File: src/rtl/abrc_pkg.sv
// ----------------------------------------------------------------------------
// Beacon rate controller package
// Shared widths, codes, reset values and types for the beacon rate controller.
// ----------------------------------------------------------------------------
package abrc_pkg;

    localparam int FRAC_BITS   = 8;
    localparam int RATE_W      = 16;
    localparam int PERIOD_W    = 16;
    localparam int CNT_W       = 8;
    localparam int SEC_W       = 8;
    localparam int DECAY_W     = 8;
    localparam int DECAY_SHIFT = 8;
    localparam int CFG_IDX_W   = 3;
    localparam int CFG_DATA_W  = 16;
    localparam int MUL_W       = 16;
    localparam int PROD_W      = 2 * MUL_W;

    localparam int CNT_TERM_W = CNT_W + FRAC_BITS;
    localparam int SUM_W      = ((CNT_TERM_W > RATE_W) ? CNT_TERM_W : RATE_W) + 1;
    localparam int SEC_TERM_W = SEC_W + FRAC_BITS;
    localparam int CMP_W      = (SEC_TERM_W > PERIOD_W) ? SEC_TERM_W : PERIOD_W;
    localparam int PADJ_W     = PROD_W - FRAC_BITS;

    localparam logic [PERIOD_W-1:0] MIN_PERIOD_RST  = 16'd512;
    localparam logic [PERIOD_W-1:0] MAX_PERIOD_RST  = 16'd5120;
    localparam logic [DECAY_W-1:0]  DECAY_RST       = 8'd253;
    localparam logic [MUL_W-1:0]    GROW_RST        = 16'd320;
    localparam logic [MUL_W-1:0]    SHRINK_RST      = 16'd204;
    localparam logic [RATE_W-1:0]   HIGH_LIMIT_RST  = 16'd256;
    localparam logic [RATE_W-1:0]   LOW_LIMIT_RST   = 16'd186;
    localparam logic [RATE_W-1:0]   START_ACC_RST   = 16'd10922;
    localparam logic [PERIOD_W-1:0] PERIOD_RST      = 16'd512;
    localparam logic [DECAY_W:0]    DECAY_ONE       = 9'd256;
    localparam logic [CNT_W-1:0]    CNT_MAX         = '1;
    localparam logic [SEC_W-1:0]    SEC_MAX         = '1;

    typedef enum logic [2:0] {
        MODE_START      = 3'd0,
        MODE_TICK       = 3'd1,
        MODE_HEARD      = 3'd2,
        MODE_SEND_DONE  = 3'd3,
        MODE_SET_ID     = 3'd4,
        MODE_CLEAR_ID   = 3'd5,
        MODE_WRITE_DONE = 3'd6,
        MODE_READ_DONE  = 3'd7
    } mode_t;

    typedef enum logic [CFG_IDX_W-1:0] {
        CFG_MIN_PERIOD  = 3'd0,
        CFG_MAX_PERIOD  = 3'd1,
        CFG_DECAY       = 3'd2,
        CFG_GROW        = 3'd3,
        CFG_SHRINK      = 3'd4,
        CFG_HIGH_LIMIT  = 3'd5,
        CFG_LOW_LIMIT   = 3'd6,
        CFG_START_ACC   = 3'd7
    } cfg_idx_t;

    typedef enum logic [2:0] {
        ST_IDLE,
        ST_MUL_DECAY,
        ST_ACCUM,
        ST_MUL_RATE,
        ST_COMPARE,
        ST_MUL_PERIOD,
        ST_CLAMP,
        ST_FINISH
    } seq_state_t;

    typedef enum logic [1:0] {
        ADJ_NONE,
        ADJ_GROW,
        ADJ_SHRINK
    } adj_t;

    typedef struct packed {
        logic [MUL_W-1:0] a;
        logic [MUL_W-1:0] b;
    } mul_operands_t;

endpackage

File: src/rtl/abrc_mul_unit.sv
// ----------------------------------------------------------------------------
// Beacon rate controller shared multiplier
// One 16x16 multiplier with a registered product, time-shared by the sequencer.
// ----------------------------------------------------------------------------
module abrc_mul_unit (
    input  logic                        aclk,
    input  abrc_pkg::mul_operands_t     ops_i,
    output logic [abrc_pkg::PROD_W-1:0] prod_o
);
    import abrc_pkg::*;

    logic [PROD_W-1:0] prod_reg;
    logic [PROD_W-1:0] prod_next;

    assign prod_next = PROD_W'(ops_i.a) * PROD_W'(ops_i.b);

    always_ff @(posedge aclk) begin
        prod_reg <= prod_next;
    end

    assign prod_o = prod_reg;

endmodule

File: src/rtl/adaptive_beacon_rate_controller_top.sv
// ----------------------------------------------------------------------------
// Adaptive beacon rate controller
// Event-driven beacon period control with a decaying message-rate estimate.
// ----------------------------------------------------------------------------
// One transaction on the input channel is one event and yields exactly one
// result transaction. Events are handled one at a time: s_ready is high only
// while the sequencer is idle. An event other than a tick goes straight to
// the final step; a tick first passes the decay multiply and accumulate
// steps and, when the broadcast period is reached, the rate multiply,
// compare, period multiply and clamp steps, since all three products
// (accumulator decay, measured rate and period adjustment) go through one
// shared registered 16x16 multiplier in turn. A result that is not taken
// holds the sequencer in its final step; ready returns once it is registered.
// ----------------------------------------------------------------------------
module adaptive_beacon_rate_controller_top (
    input  logic                              aclk,
    input  logic                              aresetn,
    input  logic                              cfg_wr_en,
    input  logic [abrc_pkg::CFG_IDX_W-1:0]    cfg_index,
    input  logic [abrc_pkg::CFG_DATA_W-1:0]   cfg_wdata,
    input  logic                              s_valid,
    output logic                              s_ready,
    input  logic [2:0]                        s_mode,
    input  logic                              s_send_ok,
    input  logic                              s_buffer_is_ours,
    input  logic                              s_read_success,
    input  logic                              s_stored_valid,
    output logic                              m_valid,
    input  logic                              m_ready,
    output logic                              m_send_request,
    output logic [abrc_pkg::RATE_W-1:0]       m_report_rate,
    output logic [abrc_pkg::PERIOD_W-1:0]     m_report_period,
    output logic                              m_store_write,
    output logic                              m_store_flag,
    output logic                              m_identity_valid,
    output logic                              m_identity_taken,
    output logic                              m_buffer_released
);
    import abrc_pkg::*;

    typedef struct packed {
        logic pending;
        logic busy;
        logic write;
        logic flag;
    } save_t;

    function automatic save_t try_save(input logic busy, input logic have);
        save_t s;
        if (busy) begin
            s = '{pending: 1'b1, busy: 1'b1, write: 1'b0, flag: 1'b0};
        end else begin
            s = '{pending: 1'b0, busy: 1'b1, write: 1'b1, flag: have};
        end
        return s;
    endfunction

    // configuration
    logic [PERIOD_W-1:0] min_period_reg, max_period_reg;
    logic [DECAY_W-1:0]  decay_reg;
    logic [MUL_W-1:0]    grow_reg, shrink_reg;
    logic [RATE_W-1:0]   high_limit_reg, low_limit_reg, start_acc_reg;

    // block state
    seq_state_t          state_reg, state_next;
    logic [RATE_W-1:0]   acc_reg, acc_next;
    logic [CNT_W-1:0]    count_reg, count_next;
    logic [PERIOD_W-1:0] period_reg, period_next;
    logic [SEC_W-1:0]    sec_reg, sec_next;
    logic                send_pending_reg, send_pending_next;
    logic                have_id_reg, have_id_next;
    logic                store_busy_reg, store_busy_next;
    logic                save_pending_reg, save_pending_next;
    logic                send_ok_reg, send_ok_next;
    adj_t                adj_reg, adj_next;
    logic                req_reg, req_next;
    logic                taken_reg, taken_next;
    logic                released_reg, released_next;
    logic                wr_reg, wr_next;
    logic                flag_reg, flag_next;

    // result register
    logic                m_valid_reg, m_valid_next;
    logic                m_send_request_reg;
    logic [RATE_W-1:0]   m_report_rate_reg;
    logic [PERIOD_W-1:0] m_report_period_reg;
    logic                m_store_write_reg, m_store_flag_reg;
    logic                m_identity_valid_reg, m_identity_taken_reg;
    logic                m_buffer_released_reg;

    mul_operands_t       mul_ops;
    logic [PROD_W-1:0]   prod;
    mode_t               mode;
    logic                accept;
    logic                out_free;
    logic                out_load;
    logic [SUM_W-1:0]    acc_sum;
    logic [RATE_W-1:0]   acc_sat;
    logic [SEC_W-1:0]    sec_inc;
    logic                reached;
    logic [RATE_W-1:0]   rate;
    logic [PADJ_W-1:0]   p_full;
    logic [DECAY_W:0]    decay_comp;
    save_t               save;

    abrc_mul_unit u_mul (
        .aclk   (aclk),
        .ops_i  (mul_ops),
        .prod_o (prod)
    );

    assign mode     = mode_t'(s_mode);
    assign accept   = s_valid && s_ready;
    assign out_free = !m_valid_reg || m_ready;

    assign acc_sum = SUM_W'(prod[DECAY_SHIFT+RATE_W-1:DECAY_SHIFT])
                   + SUM_W'({count_reg, {FRAC_BITS{1'b0}}});
    assign acc_sat = (|acc_sum[SUM_W-1:RATE_W]) ? '1 : acc_sum[RATE_W-1:0];
    assign sec_inc = (sec_reg == SEC_MAX) ? sec_reg : sec_reg + 1'b1;
    assign reached = CMP_W'({sec_inc, {FRAC_BITS{1'b0}}}) >= CMP_W'(period_reg);
    assign rate    = prod[DECAY_SHIFT+RATE_W-1:DECAY_SHIFT];
    assign p_full  = (adj_reg == ADJ_NONE) ? PADJ_W'(period_reg)
                                           : prod[PROD_W-1:FRAC_BITS];
    assign decay_comp = DECAY_ONE - (DECAY_W+1)'(decay_reg);

    // next state
    always_comb begin
        state_next = state_reg;
        case (state_reg)
            ST_IDLE: begin
                if (accept) begin
                    state_next = (mode == MODE_TICK) ? ST_MUL_DECAY : ST_FINISH;
                end
            end
            ST_MUL_DECAY:  state_next = ST_ACCUM;
            ST_ACCUM:      state_next = reached ? ST_MUL_RATE : ST_FINISH;
            ST_MUL_RATE:   state_next = ST_COMPARE;
            ST_COMPARE:    state_next = ST_MUL_PERIOD;
            ST_MUL_PERIOD: state_next = ST_CLAMP;
            ST_CLAMP:      state_next = ST_FINISH;
            ST_FINISH: begin
                if (out_free) begin
                    state_next = ST_IDLE;
                end
            end
            default:       state_next = ST_IDLE;
        endcase
    end

    // sequencer outputs and datapath
    always_comb begin
        s_ready           = 1'b0;
        out_load          = 1'b0;
        mul_ops           = '{a: acc_reg, b: MUL_W'(decay_reg)};
        acc_next          = acc_reg;
        count_next        = count_reg;
        period_next       = period_reg;
        sec_next          = sec_reg;
        send_pending_next = send_pending_reg;
        have_id_next      = have_id_reg;
        store_busy_next   = store_busy_reg;
        save_pending_next = save_pending_reg;
        send_ok_next      = send_ok_reg;
        adj_next          = adj_reg;
        req_next          = req_reg;
        taken_next        = taken_reg;
        released_next     = released_reg;
        wr_next           = wr_reg;
        flag_next         = flag_reg;
        save              = '0;
        case (state_reg)
            ST_IDLE: begin
                s_ready = 1'b1;
                if (s_valid) begin
                    send_ok_next  = s_send_ok;
                    req_next      = 1'b0;
                    taken_next    = 1'b0;
                    released_next = 1'b0;
                    wr_next       = 1'b0;
                    flag_next     = 1'b0;
                    case (mode)
                        MODE_START: begin
                            send_pending_next = 1'b0;
                            period_next       = min_period_reg;
                            acc_next          = start_acc_reg;
                            count_next        = '0;
                        end
                        MODE_TICK: begin
                        end
                        MODE_HEARD: begin
                            if (count_reg != CNT_MAX) begin
                                count_next = count_reg + 1'b1;
                            end
                        end
                        MODE_SEND_DONE: begin
                            if (send_pending_reg && s_buffer_is_ours) begin
                                send_pending_next = 1'b0;
                                released_next     = 1'b1;
                            end
                        end
                        MODE_SET_ID: begin
                            if (!have_id_reg) begin
                                have_id_next      = 1'b1;
                                taken_next        = 1'b1;
                                save              = try_save(store_busy_reg, 1'b1);
                                save_pending_next = save.pending;
                                store_busy_next   = save.busy;
                                wr_next           = save.write;
                                flag_next         = save.flag;
                            end
                        end
                        MODE_CLEAR_ID: begin
                            have_id_next      = 1'b0;
                            save              = try_save(store_busy_reg, 1'b0);
                            save_pending_next = save.pending;
                            store_busy_next   = save.busy;
                            wr_next           = save.write;
                            flag_next         = save.flag;
                        end
                        MODE_WRITE_DONE: begin
                            store_busy_next = 1'b0;
                            if (save_pending_reg) begin
                                save              = try_save(1'b0, have_id_reg);
                                save_pending_next = save.pending;
                                store_busy_next   = save.busy;
                                wr_next           = save.write;
                                flag_next         = save.flag;
                            end
                        end
                        MODE_READ_DONE: begin
                            if (s_read_success) begin
                                have_id_next = s_stored_valid;
                            end
                            save_pending_next = 1'b0;
                            store_busy_next   = 1'b0;
                        end
                        default: begin
                        end
                    endcase
                end
            end
            ST_MUL_DECAY: begin
                mul_ops = '{a: acc_reg, b: MUL_W'(decay_reg)};
            end
            ST_ACCUM: begin
                acc_next   = acc_sat;
                count_next = '0;
                sec_next   = reached ? '0 : sec_inc;
            end
            ST_MUL_RATE: begin
                mul_ops = '{a: acc_reg, b: MUL_W'(decay_comp)};
            end
            ST_COMPARE: begin
                if (rate > high_limit_reg) begin
                    adj_next = ADJ_GROW;
                end else if (rate < low_limit_reg) begin
                    adj_next = ADJ_SHRINK;
                end else begin
                    adj_next = ADJ_NONE;
                end
            end
            ST_MUL_PERIOD: begin
                mul_ops = '{a: period_reg,
                            b: (adj_reg == ADJ_SHRINK) ? shrink_reg : grow_reg};
            end
            ST_CLAMP: begin
                if (p_full < PADJ_W'(min_period_reg)) begin
                    period_next = min_period_reg;
                end else if (p_full > PADJ_W'(max_period_reg)) begin
                    period_next = max_period_reg;
                end else begin
                    period_next = p_full[PERIOD_W-1:0];
                end
                if (have_id_reg && !send_pending_reg) begin
                    req_next = 1'b1;
                    if (send_ok_reg) begin
                        send_pending_next = 1'b1;
                        if (count_reg != CNT_MAX) begin
                            count_next = count_reg + 1'b1;
                        end
                    end
                end
            end
            ST_FINISH: begin
                out_load = out_free;
            end
            default: begin
            end
        endcase
    end

    assign m_valid_next = out_load ? 1'b1 : (m_ready ? 1'b0 : m_valid_reg);

    always_ff @(posedge aclk) begin
        if (!aresetn) begin
            min_period_reg <= MIN_PERIOD_RST;
            max_period_reg <= MAX_PERIOD_RST;
            decay_reg      <= DECAY_RST;
            grow_reg       <= GROW_RST;
            shrink_reg     <= SHRINK_RST;
            high_limit_reg <= HIGH_LIMIT_RST;
            low_limit_reg  <= LOW_LIMIT_RST;
            start_acc_reg  <= START_ACC_RST;
        end else if (cfg_wr_en) begin
            case (cfg_idx_t'(cfg_index))
                CFG_MIN_PERIOD: min_period_reg <= cfg_wdata;
                CFG_MAX_PERIOD: max_period_reg <= cfg_wdata;
                CFG_DECAY:      decay_reg      <= cfg_wdata[DECAY_W-1:0];
                CFG_GROW:       grow_reg       <= cfg_wdata;
                CFG_SHRINK:     shrink_reg     <= cfg_wdata;
                CFG_HIGH_LIMIT: high_limit_reg <= cfg_wdata;
                CFG_LOW_LIMIT:  low_limit_reg  <= cfg_wdata;
                CFG_START_ACC:  start_acc_reg  <= cfg_wdata;
                default: begin
                end
            endcase
        end
    end

    always_ff @(posedge aclk) begin
        if (!aresetn) begin
            state_reg        <= ST_IDLE;
            acc_reg          <= '0;
            count_reg        <= '0;
            period_reg       <= PERIOD_RST;
            sec_reg          <= '0;
            send_pending_reg <= 1'b0;
            have_id_reg      <= 1'b0;
            store_busy_reg   <= 1'b1;
            save_pending_reg <= 1'b0;
            m_valid_reg      <= 1'b0;
        end else begin
            state_reg        <= state_next;
            acc_reg          <= acc_next;
            count_reg        <= count_next;
            period_reg       <= period_next;
            sec_reg          <= sec_next;
            send_pending_reg <= send_pending_next;
            have_id_reg      <= have_id_next;
            store_busy_reg   <= store_busy_next;
            save_pending_reg <= save_pending_next;
            m_valid_reg      <= m_valid_next;
        end
    end

    always_ff @(posedge aclk) begin
        send_ok_reg  <= send_ok_next;
        adj_reg      <= adj_next;
        req_reg      <= req_next;
        taken_reg    <= taken_next;
        released_reg <= released_next;
        wr_reg       <= wr_next;
        flag_reg     <= flag_next;
        if (out_load) begin
            m_send_request_reg    <= req_reg;
            m_report_rate_reg     <= acc_reg;
            m_report_period_reg   <= period_reg;
            m_store_write_reg     <= wr_reg;
            m_store_flag_reg      <= flag_reg;
            m_identity_valid_reg  <= have_id_reg;
            m_identity_taken_reg  <= taken_reg;
            m_buffer_released_reg <= released_reg;
        end
    end

    assign m_valid           = m_valid_reg;
    assign m_send_request    = m_send_request_reg;
    assign m_report_rate     = m_report_rate_reg;
    assign m_report_period   = m_report_period_reg;
    assign m_store_write     = m_store_write_reg;
    assign m_store_flag      = m_store_flag_reg;
    assign m_identity_valid  = m_identity_valid_reg;
    assign m_identity_taken  = m_identity_taken_reg;
    assign m_buffer_released = m_buffer_released_reg;

endmodule

File: config.mk
export PLATFORM = sky130hd
export DESIGN_NAME = adaptive_beacon_rate_controller_top
export DESIGN_NICKNAME = d
export VERILOG_FILES = /design/src/rtl/abrc_pkg.sv /design/src/rtl/abrc_mul_unit.sv /design/src/rtl/adaptive_beacon_rate_controller_top.sv
export SDC_FILE = /design/constraint.sdc
export NUM_CORES = 1
export LEC_CHECK = 0
export BUFFER_PORTS_ARGS = -buffer_cell sky130_fd_sc_hd__buf_2
export CORE_MARGIN = 1
export CORE_UTILIZATION = 55
export CTS_CLUSTER_SIZE = 12
export DETAILED_ROUTE_END_ITERATION = 10
export MAX_ROUTING_LAYER = met4
export PLACE_DENSITY_LB_ADDON = 0.08
export SLEW_MARGIN = 15
export SYNTH_ARGS = -nofsm -noshare
export SYNTH_HDL_FRONTEND = slang
export SYNTH_SLANG_ARGS = --single-unit
export TNS_END_PERCENT = 100
File: constraint.sdc
create_clock -name aclk -period 9.53 [get_ports aclk]
set_clock_uncertainty 0.1 [all_clocks]
set_input_delay 1.906 -clock aclk [delete_from_list [all_inputs] [get_ports aclk]]
set_output_delay 1.906 -clock aclk [all_outputs]
set_load 0.05 [all_outputs]
==> key figures, run 1 <==
Outcome
  • Status: finished, final reports clean

Critical path
  • Worst Path Arrival: 8940 ps
  • Crit path from: state_reg[1]
  • R2r startpoint: state_reg[1]
  • Required @ worst endpoint: 9840 ps
  • Crit-path max FO: 23
  • CP startpoint kind: flip-flop
  • Slowest CP cell: a21boi_0
  • Worst r2r dst: u_mul.prod_o[31]
  • Flop-to-flop setup slack: 910 ps
  • Critical Path End: u_mul.prod_o[31]
  • Buf/Inv on CP: 5
  • Cells on worst reg2reg path: 24
  • CP delay by family, top: adder cells
  • Critical Path End Type: flip-flop
  • CP Cell Sequence: inv_1 -> and3_1 -> a21boi_0 -> nor2_1 -> fa_1 -> inv_1 -> fa_1 -> fa_1 -> inv_1 -> fa_1 -> fa_1 -> inv_1 -> fa_1 -> inv_1 -> ha_1 -> o21a_1 -> a21oi_1 -> a21oi_1 -> a21oi_1 -> o21ai_2 -> a21oi_2 -> o41ai_4 -> and4_1 -> nor3_2
  • Most used cell, CP: fa_1
  • CP Depth: 24
  • Max incr delay on CP: 1170 ps
  • Crit path kind: flip-flop to flip-flop

Floorplan
  • Die height: just under 200 um
  • # IOs: 71
  • Die X: 194 um
  • Die area: ~37000 sq um
  • Core area: around 36000 sq um
  • FP Rows: between 60 and 70
  • Starting Density: 56.3%

Clock tree
  • CTS tree: yes
  • Htree depth: 1
  • Post_cts resized: 0
  • Clock Path Buffers: 3
  • TritonCTS Buffers: 27
  • Clock Sinks: 246
  • # Post-CTS Setup Buffers: 0
  • Reg clk slew, reported paths: ~60 ps
  • Clock latency on the worst-skew pair: around 540 ps
  • Clk root buf: clkbuf_16
  • CTS Hold Bufs: 0

Power
  • Peak VDD IR: 0.146 mV
  • PD cells: 193 nW/um^2
  • LEAKAGE: 10.3 nW

Timing
  • Final worst-path cycle share: 90.5%
  • Post-layout min period: 8620 ps
  • Max transition margin: 11.5%
  • Maximum clock rate: 116 MHz
  • Setup repair after global routing missed its margin: no
  • Final Slew Violations: 0
  • Final Hold Viols: 0
  • Setup TNS: 0 ps
  • Measured slew at the worst slew-check pin: 1320 ps
  • Endpoints failing setup: 0

Cells and area
  • Nets@finish: between 2000 and 3000
  • Layout cells sized above 1: 8.73%
  • Antenna diode count: 0
  • Final core utilization: 61.1%
  • Max reg flops: 24
  • Area Growth Syn to Fin: 8.39%

Synthesis
  • Area leader, netlist: dfxtp_1
  • Cell Area, Synth: 20200 sq um
  • Synth top area cells: dfxtp_1 (20%), fa_1 (19%), ha_1 (11%), nand2_1 (8.9%), edfxtp_1 (6.8%)
  • Most frequent cells after synthesis: nand2_1 (478), inv_1 (321), dfxtp_1 (200), fa_1 (194), nor2_1 (186)
  • Syn Inst Count: 2356
  • Synth warnings: 0
  • Async set or reset register ratio after synthesis: 0%
  • Synth Flop Type: dfxtp_1
  • FF+latch count, synth: 246
  • Syn_nets: 2763
  • Syn Area/Cell: 8.57 sq um
  • Most frequent cell after synthesis: nand2_1
  • EDFF count, synth: 46
  • Register area share after synthesis: 26.7%
  • Synth top area share: approximately 20%
  • Synth unique cells: 77

Drt
  • DR pass1 iterations: 5
  • Drt initial violations: 1300
  • Vias: 16758
  • WL final: 61600 um
  • Final routed DRC violation total: 0
  • Post-route ant nets: 0
  • Vias per cell: 5.82
  • WL/cell: 21.4 um

Global route
  • First-pass GRT wire length: 95700 um
  • Initial antenna violation count: 1
  • GRT overflow: 0
  • Vias in the first global route: 16336
  • Largest net degree at the start of global routing: 93
  • All-Layer GR Usage: 34.5%

Flow run
  • Number of max-cap violations: 0

Placed design
  • Number of port buffers: 70
  • DPL Wire Length: 47000 um
  • Routability congestion estimate: between 0.9 and 1

Hold path
  • Hold crit path type: flip-flop to flip-flop
where the power goes:
group / internal [mW] / switching [mW]
Sequential: 1.15 / 0.126
Combinational: 0.735 / 1.23
Clock: 0.565 / 0.426
cells by family after synthesis:
family / Yosys count / synth area share [%]
simple gates: 837 / 17.5
buf+inv: 413 / 7.89
fa+ha+maj: 376 / 30.5
compound gates: 370 / 11.7
flops: 246 / 26.7
mux: 75 / 3.99
xor+xnor: 39 / 1.69
cells in the final DEF, fill, tap and decap left out, types with 37 or more instances in the layout:
cell type,count
o21ai_0,50
inv_1,320
buf_2,70
fa_1,194
ha_1,182
nand3_1,44
mux2_2,37
dfxtp_1,200
nor2_1,185
edfxtp_1,46
a21oi_1,152
nand2_1,478
final cells by class:
class	count	area [sq um]
clock buffers	41	783
clock inverters	7	40.0
fillers	3218	14000
inverters	321	1200
multi-input cells	1697	13300
flip-flops and latches	246	5390
well taps	461	577
repair buffers	106	633
worst min path at each step:
stage / from / end / slack (ps) / depth (start not counted)
after floorplan: released_reg / m_buffer_released / 300 / 0
after global placement: wr_reg / m_store_write / 310 / 0
after detailed placement: wr_reg / m_store_write / 310 / 0
after CTS: wr_reg / m_store_write / 330 / 0
after global routing: wr_reg / m_store_write / 330 / 0
final: req_reg / m_send_request / 320 / 0
metal layers:
metal / vias to the layer above / global-route usage [%] / routed length, um
li1: 7746 / - / -
met1: 8177 / 47.9 / 26800
met2: 716 / 52.2 / 27600
met3: 119 / 4.67 / 5100
met4: 0 / 10.8 / 2080
met5: - / - / 0
through the flow:
step / cell area (sq um) / total power, mW / hold WS, ps / setup WS, ps / std cells
after detailed placement: 21000 / 3.22 / 310 / 1090 / 2830
final: 21900 / 4.23 / 322 / 910 / 2879
after CTS: 21800 / 4.22 / 325 / 1060 / 2878
after floorplan: 20200 / 2.62 / 300 / 2470 / 2356
after global routing: 21900 / 4.52 / 325 / 539 / 2879
after global placement: 21000 / 3.19 / 305 / 1220 / 2830
Note: power is estimated with default switching activity, not from simulation.
==> run 2: changes to the inputs <==
--- a/config.mk
+++ b/config.mk
@@ -8,7 +8,8 @@
 export BUFFER_PORTS_ARGS = -buffer_cell sky130_fd_sc_hd__buf_2
 export CORE_MARGIN = 1
 export CORE_UTILIZATION = 55
-export CTS_CLUSTER_SIZE = 12
+export CTS_BUF_LIST = sky130_fd_sc_hd__clkbuf_4 sky130_fd_sc_hd__clkbuf_8
+export CTS_CLUSTER_SIZE = 10
 export DETAILED_ROUTE_END_ITERATION = 10
 export MAX_ROUTING_LAYER = met4
 export PLACE_DENSITY_LB_ADDON = 0.08
==> run 2 against run 1 <==
Compared with the run above:
- critical path depth shrank 1
- sequential share of layout area down 0.15 points
- cell count up 0.94%
- non-clock buffer count did not move
- wire length rose by 0.43%
- register-to-register slack better by 80 ps
- sequential cell count stayed put
- critical path type unchanged
- critical endpoint is now u_mul.prod_o[24]
==> key figures, run 2 (synthesis results as in run 1) <==
Critical path
  • Most used cell, CP: fa_1
  • Crit path kind: flip-flop to flip-flop
  • Critical Path End Type: flip-flop
  • Required @ worst endpoint: 9880 ps (+40 ps)
  • CP Cell Sequence: inv_1 -> and3_1 -> a21boi_0 -> nor2_1 -> fa_1 -> inv_1 -> fa_1 -> fa_1 -> inv_1 -> fa_1 -> fa_1 -> inv_1 -> fa_1 -> inv_1 -> ha_1 -> and4_1 -> a221oi_1 -> o21ai_0 -> a31oi_1 -> o21ai_1 -> o2111ai_1 -> nand2_1 -> xor2_1
  • CP startpoint kind: flip-flop
  • Slowest CP cell: a21boi_0
  • Max incr delay on CP: 1090 ps (-80 ps)
  • Worst Path Arrival: 8900 ps (-40 ps)
  • Crit-path max FO: 23 (unchanged)

Cells and area
  • Layout cells sized above 1: 10.1% (+1.4 points)
  • Final non-filler cell total: 2906 (+0.94%)
  • Area Growth Syn to Fin: 9.07%
  • Antenna diode count: 0 (unchanged)
  • Nets@finish: 2821 (+0.53%)
  • Most common cell after layout, fill and taps aside: nand2_1
  • Max reg flops: 24 (unchanged)
  • Most frequent cells in the layout: nand2_1 (478), inv_1 (320), dfxtp_1 (200)

Global route
  • First-pass GRT wire length: 96000 um (+0.34%)
  • Largest net degree at the start of global routing: 93 (unchanged)
  • GRT overflow: 0 (unchanged)
  • Vias in the first global route: 16498 (+0.99%)
  • All-Layer GR Usage: 34.7% (+0.18 points)
  • Initial antenna violation count: 1 (unchanged)

Timing
  • Final Slew Violations: 0 (unchanged)
  • Setup TNS: 0 ps (unchanged)
  • Final worst-path cycle share: 89.6% (-0.82 points)
  • Measured slew at the worst slew-check pin: 1210 ps (-103 ps)
  • Setup repair after global routing missed its margin: no
  • Post-layout min period: 8540 ps (-77.7 ps)
  • Maximum clock rate: 117 MHz (+0.91%)
  • Final Hold Viols: 0 (unchanged)
  • Max transition margin: 18.4% (+6.9 points)
  • Worst hold slack: 316 ps (-5.73 ps)
  • Endpoints failing setup: 0 (unchanged)
  • Final WS setup: 987 ps (+77.7 ps)

Power
  • LEAKAGE: 10.4 nW (+0.96%)
  • PD cells: 197 nW/um^2 (+1.9%)
  • Peak VDD IR: 0.152 mV (+4.0%)

Clock tree
  • CTS tree: yes
  • Clock latency on the worst-skew pair: 570 ps (+30 ps)
  • Htree depth: 2 (+1)
  • Reg clk slew, reported paths: 70 ps (about the same)
  • CTS Hold Bufs: 0 (unchanged)
  • Clk root buf: clkbuf_8
  • TritonCTS Buffers: 42 (+56%)
  • # Post-CTS Setup Buffers: 0 (unchanged)
  • Post_cts resized: 0 (unchanged)
  • Clock Sinks: 246 (unchanged)
  • Clock Path Buffers: 3 (unchanged)

Outcome
  • Status: finished, final reports clean

Drt
  • Drt initial violations: 1387 (+6.7%)
  • Vias per cell: 5.78 (-0.65%)
  • Post-route ant nets: 0 (unchanged)
  • WL/cell: 21.3 um (-0.50%)
  • Vias: 16805 (+0.28%)
  • Final routed DRC violation total: 0 (unchanged)
  • DR pass1 iterations: 8 (+3)
  • WL final: 61800 um (+0.43%)

Flow run
  • Number of max-cap violations: 0 (unchanged)

Placed design
  • DP Cell Count: 2830 (unchanged)
  • Routability congestion estimate: 0.983 (unchanged)
  • DPL Wire Length: 47000 um (unchanged)
  • DP Worst Slack: 1090 ps (unchanged)
  • Number of port buffers: 70 (unchanged)

Floorplan
  • Core area: 35800 sq um (unchanged)
  • # IOs: 71 (unchanged)
  • Die height: 194 um (unchanged)
  • Die X: 194 um (unchanged)
  • Die area: 37500 sq um (unchanged)
  • FP Rows: 69 (unchanged)
  • Starting Density: 56.3% (unchanged)

Hold path
  • Hold crit path type: flip-flop to flip-flop
-- run 2: cell count changes in the layout (fill, tap and decap cells not counted) --
cell	before	now
bufinv_16	0	4
clkbuf_1	9	0
clkbuf_16	28	0
clkbuf_4	1	10
clkbuf_8	3	52
clkinv_2	5	7
clkinv_4	1	0
clkinvlp_4	0	1
-- run 2: path summary, 6_finish.rpt --
kind | from | to | slack, ps | cells after the start
worst max-delay path | state_reg[1] | u_mul.prod_o[24] | 990 | 23
worst min-delay path | req_reg | m_send_request | 320 | 0
worst max register to register | state_reg[1] | u_mul.prod_o[24] | 990 | 23
worst min register to register | req_reg | m_send_request | 320 | 0
-- run 2: critical path, delay by kind of cell, from the launching register on --
family	cells	cell delay [ps]
XOR/XNOR	1	150
buffers and inverters	5	630
flip-flops	1	730
AO/OA/AOI/OAI	6	2210
AND/OR/NAND/NOR	4	1090
adder cells (fa/ha/maj)	7	3500
-- run 2: power by group --
group / switching [mW] / internal [mW] / leakage (nW)
sequential: 0.127 / 1.15 / 2.06
combinational: 1.23 / 0.736 / 7.81
clock: 0.457 / 0.642 / 0.508
total: 1.81 / 2.52 / 10.4
-- run 2: final cells by class --
| cell class | instances | area [sq um] |
|---|---|---|
| Clock buffer | 62 | 791 |
| Sequential cell | 246 | 5390 |
| Tap cell | 461 | 577 |
| Fill cell | 3216 | 13800 |
| Multi-Input combinational cell | 1697 | 13300 |
| Timing Repair Buffer | 106 | 633 |
| Clock inverter | 13 | 169 |
| Inverter | 321 | 1200 |
-- run 2: routing by layer --
metal	wire (um)	global-route usage (%)
met3	4930	5.13
met4	2120	11.6
met5	0	-
met1	27300	48.0
met2	27500	52.1
-- run 2: metrics by stage --
| step | total power, mW | instance area [sq um] | util [%] |
|---|---|---|---|
| floorplan | 2.62 | 20200 | - |
| global placement | 3.19 | 21000 | 58.6 |
| detailed placement | 3.22 | 21000 | 58.7 |
| CTS | 4.32 | 22000 | 61.3 |
| global route | 4.63 | 22000 | 61.4 |
| finish | 4.33 | 22000 | 61.4 |
